<file path="src/tva_pkg.sv">
// ----------------------------------------------------------------------------
// tva_pkg
// Shared types, constants and arithmetic helpers for the vertex AABB block.
// ----------------------------------------------------------------------------
package tva_pkg;

    localparam int COORD_BITS = 16;

    localparam int FIELD_W  = 16;
    localparam int VERT_W   = FIELD_W + 1;
    localparam int VSHIFT   = (COORD_BITS < FIELD_W) ? (FIELD_W - COORD_BITS) : 0;
    localparam int PROD_W   = FIELD_W + VERT_W;
    localparam int SUM_W    = PROD_W + 2;
    localparam int FRAC_SH  = 12;
    localparam int SHR_W    = SUM_W - FRAC_SH;
    localparam int OUT_W    = 21;
    localparam int AXES     = 3;

    localparam int FIFO_DEPTH = 4;
    localparam int PTR_W      = $clog2(FIFO_DEPTH);
    localparam int CNT_W      = $clog2(FIFO_DEPTH + 1);

    localparam int S_TDATA_W = 120;
    localparam int M_TDATA_W = 128;

    localparam logic [1:0] ROW_UNUSED = 2'd3;

    localparam logic signed [OUT_W-1:0] OUT_MAX = {1'b0, {(OUT_W-1){1'b1}}};
    localparam logic signed [OUT_W-1:0] OUT_MIN = {1'b1, {(OUT_W-1){1'b0}}};

    typedef enum logic {
        OP_VERTEX = 1'b0,
        OP_LOAD   = 1'b1
    } op_t;

    typedef logic signed [FIELD_W-1:0] word_t;
    typedef logic signed [OUT_W-1:0]   coord_t;

    typedef struct packed {
        op_t                 op;
        logic [1:0]          row_index;
        word_t [AXES-1:0]    coef;
        word_t               offset;
        logic [AXES-1:0][FIELD_W-1:0] vert;
        logic                last;
    } in_item_t;

    typedef struct packed {
        logic              last;
        coord_t [AXES-1:0] t;
    } fifo_entry_t;

    typedef struct packed {
        logic        valid;
        fifo_entry_t entry;
    } fifo_push_t;

    typedef struct packed {
        logic             empty;
        logic [CNT_W-1:0] count;
    } fifo_status_t;

    function automatic logic signed [VERT_W-1:0] vert_ext(input logic [FIELD_W-1:0] v);
        logic [FIELD_W-1:0] sh;
        sh = v << VSHIFT;
        if (COORD_BITS > FIELD_W) begin
            return {1'b0, v};
        end
        return $signed({sh[FIELD_W-1], sh}) >>> VSHIFT;
    endfunction

    function automatic coord_t clamp_out(input logic signed [SHR_W-1:0] v);
        if (v[SHR_W-1:OUT_W-1] == '0 || v[SHR_W-1:OUT_W-1] == '1) begin
            return v[OUT_W-1:0];
        end
        return v[SHR_W-1] ? OUT_MIN : OUT_MAX;
    endfunction

endpackage

</file>
<file path="src/tva_fifo.sv">
// ----------------------------------------------------------------------------
// tva_fifo
// Short queue of transformed vertices between the front and back parts.
// ----------------------------------------------------------------------------
module tva_fifo import tva_pkg::*; (
    input  logic         aclk,
    input  logic         aresetn,
    input  fifo_push_t   push,
    input  logic         pop,
    output fifo_entry_t  head,
    output fifo_status_t status
);

    fifo_entry_t      mem [FIFO_DEPTH];
    logic [PTR_W-1:0] wr_ptr_reg;
    logic [PTR_W-1:0] rd_ptr_reg;
    logic [CNT_W-1:0] count_reg;

    assign head          = mem[rd_ptr_reg];
    assign status.count  = count_reg;
    assign status.empty  = (count_reg == '0);

    always_ff @(posedge aclk) begin
        if (push.valid) begin
            mem[wr_ptr_reg] <= push.entry;
        end
    end

    always_ff @(posedge aclk) begin
        if (!aresetn) begin
            wr_ptr_reg <= '0;
            rd_ptr_reg <= '0;
            count_reg  <= '0;
        end else begin
            if (push.valid) begin
                wr_ptr_reg <= wr_ptr_reg + 1'b1;
            end
            if (pop) begin
                rd_ptr_reg <= rd_ptr_reg + 1'b1;
            end
            count_reg <= count_reg + CNT_W'(push.valid) - CNT_W'(pop);
        end
    end

endmodule

</file>
<file path="config.mk">
export PLATFORM = sky130hd
export DESIGN_NAME = tva_fifo
export DESIGN_NICKNAME = d
export VERILOG_FILES = /design/src/tva_pkg.sv /design/src/tva_fifo.sv
export SDC_FILE = /design/constraint.sdc
export NUM_CORES = 1
export LEC_CHECK = 0
export BUFFER_PORTS_ARGS = -buffer_cell sky130_fd_sc_hd__buf_2
export CORE_MARGIN = 2
export CORE_UTILIZATION = 50
export CTS_CLUSTER_DIAMETER = 30
export DETAILED_ROUTE_END_ITERATION = 12
export GPL_TIMING_DRIVEN = 0
export PLACE_DENSITY = 0.72
export RECOVER_POWER = 25
export SLEW_MARGIN = 20
export SYNTH_ARGS = -nofsm -noshare
export SYNTH_HDL_FRONTEND = slang
export SYNTH_SLANG_ARGS = --single-unit
</file>
<file path="constraint.sdc">
create_clock -name aclk -period 2.5 [get_ports aclk]
set_input_delay 0.25 -clock aclk [delete_from_list [all_inputs] [get_ports aclk]]
set_output_delay 0.25 -clock aclk [all_outputs]
set_load 0.01 [all_outputs]
</file>
==> results.cfg <==
[placement]
globalplace.congestion = 0.7410
dp_hpwl_um = 9903
placedInstanceArea_mm2 = 0.01087
port-buffer-count = 135
dpl.cell_count = 780

[clock_network]
clk_transition_reported_paths_ns = 0.05
clk_latency_ns = 0.50
cts-htree-levels = 2
cts_max_path_buffers = 3
clock_root_cell = clkbuf_16
cts_sinks = 265
cts_buffers = 41
tritoncts = built

[global_route]
overall_overflow_remaining_after_global_route = 0
via_count_of_the_first_global_routing_pass = 4986
grt_first_pass_wirelength_um = 26850
grt_antenna_before_repair = 0
track_usage = 0.1738
grt_max_degree = 41

[worst_setup_path]
timing.setup.critical_path_class = flip-flop to output pin
critPathMaxFanout = 10
crit_arrival_ns = 1.93
cp_data_required_time_ns = 2.25
critical_path.startpoint_type = flip-flop
worst_setup_path_end_kind = output pin

[synthesis]
synth_edf_count = 256
postSynthAreaPerCell_um2 = 25.92
synth.area.top_cells = edfxtp_1 79%, mux4_2 14%, dfxtp_1 1.8%
synth_largest_area_cell = edfxtp_1
synthCells = 376
mappedNetlistArea_mm2 = 0.009747
ys_async_sr_fraction = 0
synth.lib_cells_used.distinct = 20
yosys_reg_bits = 265
synth_common_cells = 256 x edfxtp_1, 60 x mux4_2, 9 x dfxtp_1, 7 x inv_1
synth_flop_cell = edfxtp_1
most_common_cell_in_the_synthesized_netlist = edfxtp_1
synth.net_count = 451
ys.warnings.count = 0
yosys.area.top_type_share = 0.7887
sequential_fraction_of_the_synthesis_area = 0.8072

[finish]
drive_above_1_share = 0.3695
largest_register_ff_count = 256
final_util = 0.6658
diodes = 0
area_growth_syn_to_layout_pct = 31.63
nets_finish = 698
final_cells = 920
fillCellCount = 1320
design_area_mm2 = 0.01283

[timing]
finClkSkew_ns = 0.01675
final_hold_violations = 0
unrepaired_setup_endpoints_after_global_routing = false
max_slew_margin = 0.6932
setup-violations-final = 0
whs_ns = 0.1044
post-route-period-util = 0.8726
min_period_ns = 2.181
fmax_ghz = 0.4584
max_slew.worst_pin.slew_ns = 0.4602
timing_max_transition_violations_final = 0

[power_and_ir_drop]
power.ir.vdd_worst_mv = 0.8163
power_leakage_uw = 0.004410
post-layout-total-power_uw = 11670
powerDensity_mw_per_mm2 = 909.5

[floorplanning]
io-pin-count = 136
floorplan.initialDensity = 0.5058
placementRows = 51
die_y_um = 143.6
chipWidth_um = 143.6
design.die.area_mm2 = 0.02063
floorplan.core_area_mm2 = 0.01927

[drt]
route.detailed.wl_per_inst_um = 19.03
routed_wl_um = 17510
ant_nets = 0
drt-initial-drc-count = 213
total_via_count_after_detailed_routing = 4713
via_per_inst = 5.123
drc = 0
dr.pass1.iters = 4

[flow_run]
maxCapViolCount = 0

[status]
outcome = finished clean

[worst_hold_path]
timing.hold.worst.class = input pin to flip-flop
-- critical path, cell delays in order (launching register included) --
cell	delay, ns
dfxtp_1	0.30
clkbuf_2	0.26
buf_2	0.33
mux4_2	0.38
buf_2	0.16
-- final cells by class --
type	count	area, µm²	share of cell area
Timing Repair Buffer	204	1386	0.1081
Sequential cell	265	7868	0.6132
Tap cell	265	331.6	0.02584
Multi-Input combinational cell	90	1697	0.1322
Inverter	7	26.28	0.002048
Clock inverter	30	292.8	0.02282
Clock buffer	45	1062	0.08280
Buffer	14	166.4	0.01297
-- power breakdown --
part	internal [µW]	leakage (µW)	switching [µW]
clock network	3500	0.000644	1920
logic	552	0.00134	530
registers	5110	0.00243	58.2
total	9160	0.00441	2510
-- metrics by stage --
step	TNS [ns]	setup slack (ns)
after global routing	0	0.2122
after floorplan	0	0.02358
after CTS	0	0.2538
after global placement	-282.33	-1.119
final	0	0.3185
after detailed placement	0	0.8049
-- worst paths after layout --
path	from	end	slack, ns	depth (start not counted)
min reg2reg	rd_ptr_reg[0]$_SDFFE_PN0P_	rd_ptr_reg[1]$_SDFFE_PN0P_	0.55	2
max reg2reg	wr_ptr_reg[0]$_SDFFE_PN0P_	mem[0][62]$_DFFE_PP_	0.79	4
min	pop	flip-flop	0.10	3
max	flip-flop	head[24]	0.32	4
-- cell usage in the layout, fill, tap and decap left out, types with 5 or more instances in the layout --
cell type	n
buf_2	101
dfxtp_1	9
mux4_2	60
clkbuf_1	43
inv_1	7
clkinv_1	8
dlygate4sd3_1	65
edfxtp_1	256
ha_1	6
buf_12	6
clkbuf_16	42
clkinvlp_4	6
nor2_1	5
-- cells by family after synthesis --
family / synth area share
flops: 0.8072
mux: 0.1504
buf+inv: 0.01977
simple gates: 0.007061
fa+ha+maj: 0.009756
xor+xnor: 0.004236
compound gates: 0.001540
-- routing by layer --
metal,track usage,vias up,part of all wire
met5,0,-,0
met1,0.2198,2442,0.42
met2,0.2995,127,0.52
li1,-,2119,-
met3,0.04065,25,0.045
met4,0.05676,0,0.017
-- timing repair --
| item | in CTS | in global routing |
|---|---|---|
| endpoints found under the hold margin | 258 | 0 |
| buffers inserted | 0 | 0 |
| hold buffers | 65 | 0 |
| gates resized for setup | 0 | 0 |
No activity file was read; power rests on OpenSTA's default activity.
