File: config.mk
export PLATFORM = sky130hd
export DESIGN_NAME = tva_back
export DESIGN_NICKNAME = d
export VERILOG_FILES = /design/src/tva_pkg.sv /design/src/tva_back.sv
export SDC_FILE = /design/constraint.sdc
export NUM_CORES = 1
export LEC_CHECK = 0
export ABC_AREA = 1
export BUFFER_PORTS_ARGS = -buffer_cell sky130_fd_sc_hd__buf_2
export CORE_ASPECT_RATIO = 0.8
export CORE_MARGIN = 5
export CORE_UTILIZATION = 48
export DETAILED_ROUTE_END_ITERATION = 8
export MAX_ROUTING_LAYER = met4
export PLACE_DENSITY = 0.71
export SYNTH_ARGS = -nofsm -noshare
export SYNTH_HDL_FRONTEND = slang
export SYNTH_SLANG_ARGS = --single-unit
File: constraint.sdc
create_clock -name aclk -period 8 [get_ports aclk]
set_input_delay 2.4 -clock aclk [delete_from_list [all_inputs] [get_ports aclk]]
set_output_delay 2.4 -clock aclk [all_outputs]
set_load 0.05 [all_outputs]
File: src/tva_pkg.sv
// ----------------------------------------------------------------------------
// tva_pkg
// Shared types, constants and arithmetic helpers for the vertex AABB block.
// ----------------------------------------------------------------------------
package tva_pkg;

    localparam int COORD_BITS = 16;

    localparam int FIELD_W  = 16;
    localparam int VERT_W   = FIELD_W + 1;
    localparam int VSHIFT   = (COORD_BITS < FIELD_W) ? (FIELD_W - COORD_BITS) : 0;
    localparam int PROD_W   = FIELD_W + VERT_W;
    localparam int SUM_W    = PROD_W + 2;
    localparam int FRAC_SH  = 12;
    localparam int SHR_W    = SUM_W - FRAC_SH;
    localparam int OUT_W    = 21;
    localparam int AXES     = 3;

    localparam int FIFO_DEPTH = 4;
    localparam int PTR_W      = $clog2(FIFO_DEPTH);
    localparam int CNT_W      = $clog2(FIFO_DEPTH + 1);

    localparam int S_TDATA_W = 120;
    localparam int M_TDATA_W = 128;

    localparam logic [1:0] ROW_UNUSED = 2'd3;

    localparam logic signed [OUT_W-1:0] OUT_MAX = {1'b0, {(OUT_W-1){1'b1}}};
    localparam logic signed [OUT_W-1:0] OUT_MIN = {1'b1, {(OUT_W-1){1'b0}}};

    typedef enum logic {
        OP_VERTEX = 1'b0,
        OP_LOAD   = 1'b1
    } op_t;

    typedef logic signed [FIELD_W-1:0] word_t;
    typedef logic signed [OUT_W-1:0]   coord_t;

    typedef struct packed {
        op_t                 op;
        logic [1:0]          row_index;
        word_t [AXES-1:0]    coef;
        word_t               offset;
        logic [AXES-1:0][FIELD_W-1:0] vert;
        logic                last;
    } in_item_t;

    typedef struct packed {
        logic              last;
        coord_t [AXES-1:0] t;
    } fifo_entry_t;

    typedef struct packed {
        logic        valid;
        fifo_entry_t entry;
    } fifo_push_t;

    typedef struct packed {
        logic             empty;
        logic [CNT_W-1:0] count;
    } fifo_status_t;

    function automatic logic signed [VERT_W-1:0] vert_ext(input logic [FIELD_W-1:0] v);
        logic [FIELD_W-1:0] sh;
        sh = v << VSHIFT;
        if (COORD_BITS > FIELD_W) begin
            return {1'b0, v};
        end
        return $signed({sh[FIELD_W-1], sh}) >>> VSHIFT;
    endfunction

    function automatic coord_t clamp_out(input logic signed [SHR_W-1:0] v);
        if (v[SHR_W-1:OUT_W-1] == '0 || v[SHR_W-1:OUT_W-1] == '1) begin
            return v[OUT_W-1:0];
        end
        return v[SHR_W-1] ? OUT_MIN : OUT_MAX;
    endfunction

endpackage

File: src/tva_back.sv
// ----------------------------------------------------------------------------
// tva_back
// Drains the queue, keeps the running box and holds the result register.
// ----------------------------------------------------------------------------
module tva_back import tva_pkg::*; (
    input  logic                 aclk,
    input  logic                 aresetn,
    input  fifo_entry_t          head,
    input  fifo_status_t         fifo_status,
    output logic                 pop,
    output logic                 out_valid,
    input  logic                 out_ready,
    output coord_t [AXES-1:0]    out_min,
    output coord_t [AXES-1:0]    out_max
);

    coord_t            low_reg  [AXES];
    coord_t            high_reg [AXES];
    coord_t            low_next [AXES];
    coord_t            high_next[AXES];
    logic              have_reg;
    logic              m_valid_reg;
    coord_t [AXES-1:0] m_min_reg;
    coord_t [AXES-1:0] m_max_reg;
    logic              out_free;

    assign out_free  = !m_valid_reg || out_ready;
    assign pop       = !fifo_status.empty && (!head.last || out_free);
    assign out_valid = m_valid_reg;
    assign out_min   = m_min_reg;
    assign out_max   = m_max_reg;

    always_comb begin
        for (int a = 0; a < AXES; a++) begin
            low_next[a]  = head.t[a];
            high_next[a] = head.t[a];
            if (have_reg) begin
                low_next[a]  = ($signed(head.t[a]) < $signed(low_reg[a]))  ? head.t[a] : low_reg[a];
                high_next[a] = ($signed(head.t[a]) > $signed(high_reg[a])) ? head.t[a] : high_reg[a];
            end
        end
    end

    always_ff @(posedge aclk) begin
        if (!aresetn) begin
            have_reg <= 1'b0;
            for (int a = 0; a < AXES; a++) begin
                low_reg[a]  <= '0;
                high_reg[a] <= '0;
            end
        end else if (pop) begin
            have_reg <= !head.last;
            for (int a = 0; a < AXES; a++) begin
                low_reg[a]  <= head.last ? '0 : low_next[a];
                high_reg[a] <= head.last ? '0 : high_next[a];
            end
        end
    end

    always_ff @(posedge aclk) begin
        if (!aresetn) begin
            m_valid_reg <= 1'b0;
        end else if (out_free) begin
            m_valid_reg <= pop && head.last;
        end
    end

    always_ff @(posedge aclk) begin
        if (pop && head.last) begin
            for (int a = 0; a < AXES; a++) begin
                m_min_reg[a] <= low_next[a];
                m_max_reg[a] <= high_next[a];
            end
        end
    end

endmodule

==> results.tsv <==
stage	metric	value	unit
worst_setup_path	r2r_end	low_reg[0][55]	
drt	drcViolationCount	0	
worst_setup_path	required	5.60	ns
worst_setup_path	r2r_cells	12	
power	power_per_cell_area	208	mW/mm^2
worst_setup_path	max_stage_delay	0.34	ns
worst_setup_path	cp_max_fo	3	
die	initial_utilization	0.483	
run	max_cap_violations	0	
die	rows	57	
worst_setup_path	arrival	3.18	ns
worst_setup_path	path_class	in -> out	
sta	tightest_slew	1.06	ns
clock_tree	path_clk_slew	0.06	ns
placement	portBuffers	195	
die	fp.dieH	166	um
sta	fin_crit	5.58	ns
worst_setup_path	cp_common_cell	buf_2	
sta	max_freq	0.179	GHz
power	p_leak	8.33	nW
global_routing	gr-total-overflow	0	
worst_hold_path	hold_path_class	reg -> reg	
worst_hold_path	hp-start	out_valid	
global_routing	antenna_found_initial	1	
clock_tree	cts_root_buf	clkbuf_16	
final_layout	final_net_count	2012	
clock_tree	htree_levels	1	
placement	gp_congestion	0.864	
logic_synthesis	netlist_area	0.0146	mm^2
logic_synthesis	synth_fp_nets	1837	
worst_setup_path	timing.rr.start	low_reg[0][62]	
clock_tree	cts.sinks	254	
clock_tree	cts.path.max_buffers	3	
final_layout	layout-drive-gt1-share	0.158	
global_routing	grt_max_degree	88	
worst_setup_path	worst_setup_path_end_kind	primary output	
global_routing	grt_util_all_layers	0.206	
logic_synthesis	yosys.area.top_type	edfxtp_1	
logic_synthesis	synth_top_area_share	0.520	
sta	drv_slew	0	
outcome	outcome	finished clean	
final_layout	final_area	0.0166	mm^2
worst_setup_path	crit_path_start	head[63]	
placement	dpl_cell_area	0.0158	mm^2
drt	ant_nets	0	
sta	rsz0062_at_grt	false	
worst_setup_path	r2r_slack	4.73	ns
die	die_width	205	um
worst_setup_path	crit_buf_inv	2	
drt	drt_iter0_markers	807	
clock_tree	cts_made_buffers	27	
sta	hold_violations	0	
logic_synthesis	ys_ff_latch	254	
worst_setup_path	path_cells	buf_2 -> a31oi_1 -> buf_2	
logic_synthesis	yosysSeqAreaShare	0.522	
logic_synthesis	yosysWarnings	0	
drt	vias	11196	
sta	fin_worst_skew	0.0115	ns
drt	wl	34900	um
die	dieArea	0.0339	mm^2
worst_hold_path	min_to	out_valid	
sta	fin_crit_sh	0.698	
global_routing	grt_pass1_vias	11005	
clock_tree	post_cts_buffers	0	
worst_hold_path	holdPathStages	4	
sta	relSlewSlack	0.294	
die	coreArea	0.0302	mm^2
power	irDropWorstVdd	163	uV
sta	setup_viol	0	
logic_synthesis	ys_types	30	
drt	viasPerCell	4.97	
logic_synthesis	syn_avg_cell_area	8.86	um^2
clock_tree	hold_buffers	0	
clock_tree	clk-insertion-delay-late	0.55	ns
logic_synthesis	syn_inst	1643	
worst_setup_path	worstSetupStartpointType	primary input	
die	ios	199	
global_routing	grt_pass1_wl	56000	um
clock_tree	cts_tree	built	
logic_synthesis	ys_top_cells_by_area	edfxtp_1 (52%), nand2_1 (11%), ha_1 (11%), inv_1 (9.8%), nor2_1 (4.1%)	
worst_setup_path	crit_slowest_cell	a31oi_1	
worst_setup_path	path_delay_family	buffers and inverters	
drt	wl_per_cell	15.5	um
sta	fin_setup_tns	0	ns
drt	drtPass1Iterations	5	
clock_tree	cts_resized	0	
final_layout	area_growth	14.2	%
placement	hpwl	23600	um
## metal layers
| layer | share of wire | routed length [um] | GRT usage | vias up |
|---|---|---|---|---|
| met4 | 0.019 | 654 | 0.0463 | 0 |
| met5 | 0 | 0 | - | - |
| met3 | 0.068 | 2360 | 0.0279 | 52 |
| met1 | 0.46 | 15900 | 0.293 | 5233 |
| li1 | - | - | - | 5552 |
| met2 | 0.46 | 16000 | 0.319 | 359 |
## cell type report
type	instances	area [um^2]
antenna	2	5.00
multi-input combinational	952	5220
tap	413	517
sequential	254	7610
timing repair buffer	203	1050
inverter	380	1430
clock buffer	34	702
clock inverter	15	108
fill	2708	13500
## worst max path at each step
stage	endpoint	slack, ns	cells past startpoint
3_5_place_dp	pop	2.42	3
4_1_cts	pop	2.42	3
2_1_floorplan	out_max[0]	0.77	3
5_1_grt	pop	2.39	3
6_report	pop	2.42	3
3_3_place_gp	pop	2.44	3
## synth_stat cells, drive strengths merged
cell         count
inv            380
nor2           169
clkbuf          20
dlygate4sd1      1
nand3          108
dfxtp            2
nor3             1
a21o             3
nand2          440
o21a             3
buf             36
edfxtp         252
a21oi           42
ha             123
o21ai            9
a31oi            1
nand4           52
o21bai           1
## metrics by stage
| stage | hold slack (ns) | worst slack [ns] | utilization | instances | total power [mW] |
|---|---|---|---|---|---|
| after floorplan | 0.592 | 0.767 | - | 1643 | 2.13 |
| after global placement | 0.552 | 2.44 | 0.524 | 2202 | 2.28 |
| after detailed placement | 0.563 | 2.42 | 0.524 | 2202 | 2.30 |
| after CTS | 0.579 | 2.42 | 0.551 | 2251 | 3.49 |
| after global routing | 0.617 | 2.39 | 0.551 | 2252 | 3.63 |
| final | 0.571 | 2.42 | 0.551 | 2253 | 3.46 |
## logic make-up (layout without fill, tap and decap cells)
group                    count (synthesis)  after routing  synth area share
AND/OR/NAND/NOR                        770            770             0.229
buffers and inverters                  437            632             0.121
flip-flops                             254            254             0.522
adder cells (fa/ha/maj)                123            123             0.106
AO/OA/AOI/OAI                           59             59            0.0216
other                                    0              2                 0
## power breakdown
group | total, mW | internal [mW] | leakage [nW] | switching (mW)
combinational | 0.684 | 0.181 | 5.35 | 0.503
clock | 1.18 | 0.653 | 0.383 | 0.525
sequential | 1.59 | 1.57 | 2.59 | 0.0285
## worst register-to-register path, stage by stage, from the launching register on
cell,delay (ns)
edfxtp_1,0.36
inv_1,0.09
ha_1,0.28
a21oi_1,0.18
o21ai_0,0.09
a21oi_1,0.22
nand3_1,0.16
nand2_1,0.09
buf_4,0.30
nand3_1,0.83
nand2_1,0.29
nand2_1,0.11
nor2_1,0.11
## cells in the final DEF (no fill, tap or decap), types with 9 or more instances in the layout
cell | synthesis | final
buf_2 | 18 | 195
a21oi_1 | 42 | 42
nand2_1 | 416 | 415
nand2_2 | 22 | 22
o21ai_0 | 9 | 9
nand3_1 | 96 | 95
nor2_1 | 160 | 159
inv_1 | 380 | 380
edfxtp_1 | 252 | 252
nand4_1 | 51 | 51
nand3_2 | 10 | 10
clkbuf_16 | 0 | 27
ha_1 | 123 | 123
Note: power is estimated with default switching activity, not from simulation.
